$ cat config.mk
export PLATFORM = sky130hd
export DESIGN_NAME = fav_regs
export DESIGN_NICKNAME = d
export VERILOG_FILES = /design/src/design/fav_pkg.sv /design/src/design/fav_regs.sv
export SDC_FILE = /design/constraint.sdc
export NUM_CORES = 1
export LEC_CHECK = 0
export ABC_AREA = 1
export ABC_CLOCK_PERIOD_IN_PS = 1670
export BUFFER_PORTS_ARGS = -buffer_cell sky130_fd_sc_hd__clkbuf_2
export CAP_MARGIN = 20
export CORE_AREA = 3 3 170 172
export CTS_BUF_LIST = sky130_fd_sc_hd__clkbuf_8
export DETAILED_ROUTE_END_ITERATION = 6
export DIE_AREA = 0 0 173 175
export PLACE_DENSITY = 0.83
export SLEW_MARGIN = 20
export SYNTH_ARGS = -nofsm -noshare
export SYNTH_HDL_FRONTEND = slang
export SYNTH_SLANG_ARGS = --single-unit
$ cat constraint.sdc
create_clock -name clk -period 1.67 [get_ports clk]
set_input_delay 0.167 -clock clk [delete_from_list [all_inputs] [get_ports clk]]
set_output_delay 0.167 -clock clk [all_outputs]
set_load 0.01 [all_outputs]
$ cat src/design/fav_pkg.sv
// ---------------------------------------------------------------------------
// fav_pkg: shared types and helpers for the frame altitude vector unit
// Widths, register codes, bundle types and small fixed-point helpers.
// ---------------------------------------------------------------------------
package fav_pkg;

	localparam int ROT_FRAC  = 18;
	localparam int UNIT_FRAC = 26;
	localparam int ROT_W     = 21;
	localparam int ROW_W     = 63;
	localparam int POS_W     = 32;
	localparam int TRANS_W   = 32;
	localparam int TOL_W     = 16;
	localparam int P_W       = 38;
	localparam int F_W       = 37;
	localparam int HALF_W    = 19;
	localparam int SQ_W      = 76;
	localparam int MAG_W     = 39;
	localparam int Q_W       = 27;
	localparam int N_W       = Q_W + 1;
	localparam int DOT_W     = 64 - UNIT_FRAC;
	localparam int OUT_W     = 31;
	localparam int SAT_W     = 40;
	localparam int ADDR_W    = 6;
	localparam int DATA_W    = 64;

	localparam logic [ROW_W-1:0] ROW0_RST = ROW_W'(1) << 18;
	localparam logic [ROW_W-1:0] ROW1_RST = ROW_W'(1) << 39;
	localparam logic [ROW_W-1:0] ROW2_RST = ROW_W'(1) << 60;
	localparam logic [OUT_W-1:0] OUT_MAX  = '1;

	typedef enum logic [2:0] {
		REG_ROW0,
		REG_ROW1,
		REG_ROW2,
		REG_TX,
		REG_TY,
		REG_TZ,
		REG_TOL
	} reg_idx_t;

	typedef struct packed {
		logic [2:0][ROW_W-1:0]   rot_row;
		logic [2:0][TRANS_W-1:0] trans;
		logic [TOL_W-1:0]        tol;
	} cfg_t;

	typedef struct packed {
		logic                  present;
		logic [2:0][POS_W-1:0] parent;
		logic [2:0][POS_W-1:0] emitter;
	} in_t;

	typedef struct packed {
		logic [2:0][P_W-1:0]   p;
		logic [2:0][F_W-1:0]   f;
		logic [2:0][OUT_W-1:0] emit_abs;
		logic [2:0][OUT_W-1:0] fp_abs;
	} geo_t;

	typedef struct packed {
		logic [2:0][F_W-1:0]   f;
		logic [2:0]            psign;
		logic [MAG_W-1:0]      mag;
		logic [2:0][OUT_W-1:0] emit_abs;
		logic [2:0][OUT_W-1:0] fp_abs;
	} div_side_t;

	typedef struct packed {
		logic [2:0][OUT_W-1:0] alt;
		logic [2:0][OUT_W-1:0] emit_abs;
		logic [2:0][OUT_W-1:0] fp_abs;
		logic                  ahead;
	} out_t;

	// signed q2.18 entry of a packed matrix row
	function automatic logic signed [ROT_W-1:0] rot_entry(input logic [ROW_W-1:0] row,
			input int unsigned col);
		return $signed(row[ROT_W*col +: ROT_W]);
	endfunction

	// absolute value clamped to the output range
	function automatic logic [OUT_W-1:0] sat_abs(input logic signed [SAT_W-1:0] x);
		logic [SAT_W-1:0] a;
		a = x[SAT_W-1] ? SAT_W'(-x) : SAT_W'(x);
		return (a > SAT_W'(OUT_MAX)) ? OUT_MAX : a[OUT_W-1:0];
	endfunction

endpackage

$ cat src/design/fav_regs.sv
// ---------------------------------------------------------------------------
// fav_regs: configuration register file
// APB-style write and read of the frame matrix, translation and tolerance.
// ---------------------------------------------------------------------------
module fav_regs import fav_pkg::*; (
	input  logic              clk,
	input  logic              arst_n,
	input  logic              psel,
	input  logic              penable,
	input  logic              pwrite,
	input  logic [ADDR_W-1:0] paddr,
	input  logic [DATA_W-1:0] pwdata,
	output logic [DATA_W-1:0] prdata,
	output logic              pready,
	output cfg_t              cfg
);

	cfg_t     cfg_q;
	reg_idx_t idx;
	logic     wr;

	assign idx    = reg_idx_t'(paddr[ADDR_W-1:3]);
	assign wr     = psel & penable & pwrite;
	assign pready = 1'b1;
	assign cfg    = cfg_q;

	always_ff @(posedge clk or negedge arst_n) begin
		if (!arst_n) begin
			cfg_q.rot_row[0] <= ROW0_RST;
			cfg_q.rot_row[1] <= ROW1_RST;
			cfg_q.rot_row[2] <= ROW2_RST;
			cfg_q.trans      <= '0;
			cfg_q.tol        <= '0;
		end else if (wr) begin
			case (idx)
				REG_ROW0: cfg_q.rot_row[0] <= pwdata[ROW_W-1:0];
				REG_ROW1: cfg_q.rot_row[1] <= pwdata[ROW_W-1:0];
				REG_ROW2: cfg_q.rot_row[2] <= pwdata[ROW_W-1:0];
				REG_TX:   cfg_q.trans[0]   <= pwdata[TRANS_W-1:0];
				REG_TY:   cfg_q.trans[1]   <= pwdata[TRANS_W-1:0];
				REG_TZ:   cfg_q.trans[2]   <= pwdata[TRANS_W-1:0];
				REG_TOL:  cfg_q.tol        <= pwdata[TOL_W-1:0];
				default: ;
			endcase
		end
	end

	always_comb begin
		case (idx)
			REG_ROW0: prdata = DATA_W'(cfg_q.rot_row[0]);
			REG_ROW1: prdata = DATA_W'(cfg_q.rot_row[1]);
			REG_ROW2: prdata = DATA_W'(cfg_q.rot_row[2]);
			REG_TX:   prdata = DATA_W'(cfg_q.trans[0]);
			REG_TY:   prdata = DATA_W'(cfg_q.trans[1]);
			REG_TZ:   prdata = DATA_W'(cfg_q.trans[2]);
			REG_TOL:  prdata = DATA_W'(cfg_q.tol);
			default:  prdata = '0;
		endcase
	end

endmodule

# Word level (Yosys, flattened, before mapping)
# Index checks and enable logic that the tools add are counted.
[word_totals]
register_bits = 301
output_inout_bits = 366
word_cells = 24
[classes]
n_eq_ne = 6
n_mux = 1
bitwise_logic = 2
reduce_logical = 8
[op_table]
columns = ["op", "n"]
rows = [
  ["$pmux 63 s7", 1],
  ["$reduce_and 2->1", 7],
  ["$eq 3x3->1 const B", 3],
  ["$eq 3x2->1 const B", 2],
  ["$eq 3x1->1 const B", 1],
  ["$logic_not 3->1", 1],
  ["$and 1x1->1", 2],
]

# Longest topological paths before layout
[depth]
depth_word = 3
depth_mapped = 8
ltp_nobuf = 6

# Least setup slack after synthesis
# OpenSTA, ideal clock, no wires.
[synth_path]
path_type = "input-to-output"
from = "in paddr[4]"
to = "out prdata[16]"
arrival_time_ns = 1.093
setup_slack_ns = 0.410
stages = 7
path_cell_list = "inv_2 clkbuf_1 clkbuf_1 nand4_1 nand2_1 inv_1 nand2_1"
[synth_between]
elab_chain_len = 2
[synth_lines]
columns = ["item", "line", "source"]
rows = [
  ["start: declaration", "fav_regs.sv:11", "input logic [ADDR_W-1:0] paddr,"],
  ["$eq 3x3->1 (tied with other cells)", "fav_regs.sv:49", "case (idx)"],
  ["$pmux 63 s7 *", "fav_regs.sv:49", ""],
  ["end: declaration", "fav_regs.sv:13", "output logic [DATA_W-1:0] prdata,"],
]
# Every way passes the cells marked *; elsewhere a longest branch is shown, timed or not.

# Worst setup path after layout
[layout_path]
from = "reg cfg_q (netlist bit cfg[70])"
to = "out prdata[22]"
[layout_between]
elab_chain_len = 1
[layout_lines]
columns = ["item", "line", "source"]
rows = [
  ["start: declaration", "fav_regs.sv:18", "cfg_t cfg_q;"],
  ["$pmux 63 s7", "fav_regs.sv:49", ""],
]
# Every way passes these cells.

==> out/results.tsv <==
metric	value	unit
Num CTS Buffers	48	
FF+latch count, synth	301	
# H-tree levels	2	
Final #Nets	2430	
CP peak stage delay	0.40	ns
Top Metal Used	met5	
Post-Place Setup Slack	-0.00438	ns
YS warnings	0	
worst-skew pair later-pin latency	0.56	ns
Leakage Power	10.7	nW
Hold Path Class	primary input to async pin	
largest net degree at the start of global routing	94	
maximum fanout along the worst path	3	
Clk pin slew, worst setup/hold paths	0.06	ns
final core utilization	69.6	%
sequential area share after synthesis	52.8	%
Via Count	16000	
drt drc	0	
Worst slew margin	43.1	%
slowest cell on the critical path	dfrtp_1	
final worst path period need	1.67	ns
crit-path cells	nand3_1 -> nand2_1 -> nor2_2 -> nand2_1 -> clkbuf_2	
Setup violations, final	1	
commonest non-fill, non-tap cell in the layout	nand2_1	
status	finished with violations	
pwr dens	1170	nW/um2
PortBufs	434	
initial antenna violation count	3	
delay-heaviest family, CP	flip-flops	
Worst Max-Slew Pin Slew	0.853	ns
core area	27600	um2
skew final	0	ns
post-route ant nets	0	
global-route wire length before repair	84.4	mm
DR pass1 iterations	6	
starting density of the core	51.7	%
I/O pin total	441	
drt via density	5.76	
setup_tns	-0.00312	ns
total grt overflow	0	
DP Wirelength	35.4	mm
Syn Std Cell Area	14300	um2
failing checks	negative setup slack	
Crit path top cell by count	nand2_1	
Total Routing Usage GR	34.8	%
Die Height	175	um
WP data required	1.50	ns
CTS Root Cell	clkbuf_8	
Critical Path AT	1.51	ns
GP Congestion	0.897	
met3 wire length	6.23	mm
initial drt markers	1523	
fin area	19200	um2
Final Hold Viols	0	
Mapped Avg Cell Area	7.72	um2
worst setup margin	-0.00312	ns
Max Clock Freq	0.598	GHz
Syn Nets	1924	
Slew Limit Fails	0	
die width	173	um
commonest non-fill, non-tap cells in the layout	nand2_1, clkbuf_2, dfrtp_1, o21ai_0, nand4_1	
Critical Path Start Type	flip-flop	
CTS Buffer Depth	3	
clk sink count	301	
die area	30300	um2
final WL	55.0	mm
area growth from synthesis to layout	34.7	%
Largest register FFs	301	
count of cell types in the netlist	21	
reg2reg path depth	3	
total of max-cap violations	0	
Buf+Inv Stages, Crit Path	1	
CTS tree	done	
Crit path depth	5	
WS Path Type	flip-flop to output pin	
DR WL/cell	19.8	um
Critical Path Sink Type	output pin	
crit share post-route	100	%
Post-DP Area	17100	um2
vias in the first global route	15200	
Met2 Wirelength	26.4	mm
RSZ-0062 raised after global routing	true	
layout cell share with drive strength beyond 1	27.2	%
Peak VDD IR	0.709	mV
DRT met1 WL	19.7	mm
std cell rows	61	
Post-Syn Instances	1849	
## layout make-up
type	instances	area [um2]
Timing Repair Buffer	602	3930
Inverter	101	380
Fill cell	2119	8390
Antenna cell	3	7.51
Tap cell	378	473
Clock buffer	59	812
Clock inverter	28	235
Multi-Input combinational cell	1301	5870
Sequential cell	301	7540
## power breakdown
part           total (mW)  internal [mW]  leakage, nW  switching [mW]
clock network        6.82           3.82        0.581            3.00
registers            9.94           8.66         3.89            1.27
logic                5.66           2.25         6.26            3.40
total                22.4           14.7         10.7            7.68
## through the flow
| step | cells | power (mW) | hold WS, ns |
|---|---|---|---|
| after floorplan | 1849 | 12.1 | -0.129 |
| after detailed placement | 2571 | 15.1 | 0.0806 |
| after global placement | 2571 | 14.9 | 0.0793 |
| after CTS | 2724 | 22.0 | 0.106 |
| final | 2773 | 22.4 | 0.0971 |
| after global routing | 2772 | 23.5 | 0.122 |
## kinds of logic after synthesis
group | Yosys count | share of synthesized area [%]
simple gates | 997 | 29.6
compound gates | 302 | 10.6
flops | 301 | 52.8
buf+inv | 247 | 7.04
other cells | 2 | 0.0526
## layer usage
| metal | vias up | global-route usage (%) |
|---|---|---|
| met1 | 7487 | 44.0 |
| met5 | - | 0 |
| met3 | 213 | 7.26 |
| met2 | 1216 | 57.3 |
| met4 | 2 | 17.1 |
| li1 | 7041 | - |
## path summary, 6_finish.rpt
kind / from / endpoint / slack (ns)
setup / recovery: cfg[70] / prdata[22] / -0.003
hold / removal: arst_n / cfg[194] / 0.1
setup reg to reg: cfg[18] / cfg[18] / 0.84
hold reg to reg: cfg[130] / cfg[130] / 0.50
max in group asynchronous: arst_n / cfg[298] / 0.88
min in group clk: penable / cfg[280] / 0.17
## timing repair
action,4_1_cts,5_1_grt
buffers inserted,2,46
endpoints found under the hold margin,598,0
setup endpoints to repair,3,28
resized for setup,4,30
hold buffers,64,0
pin swaps,1,32
## worst reg2reg max path, cell delays in order (launching register included)
cell and delay [ns]:
dfrtp_1 0.41, buf_4 0.15, o21ai_0 0.08, nand2_1 0.07
## Yosys cell counts
cell type,n,area share [%]
nand2_1,697,18
dfrtp_1,298,52
o21ai_0,248,8.7
nand4_1,126,5.5
inv_1,97,2.5
nand3_1,97,3.4
clkbuf_1,69,1.8
nor2_1,66,1.7
o21ai_1,53,1.9
buf_2,51,1.8
buf_1,23,0.60
nor2_2,5,0.22
inv_2,4,0.11
dfstp_2,3,0.55
nand3_2,3,0.21
buf_4,2,0.11
conb_1,2,0.053
nand2_2,2,0.088
a21oi_1,1,0.035
buf_6,1,0.079
nor3_2,1,0.070
(Power assumes the default switching activity.)
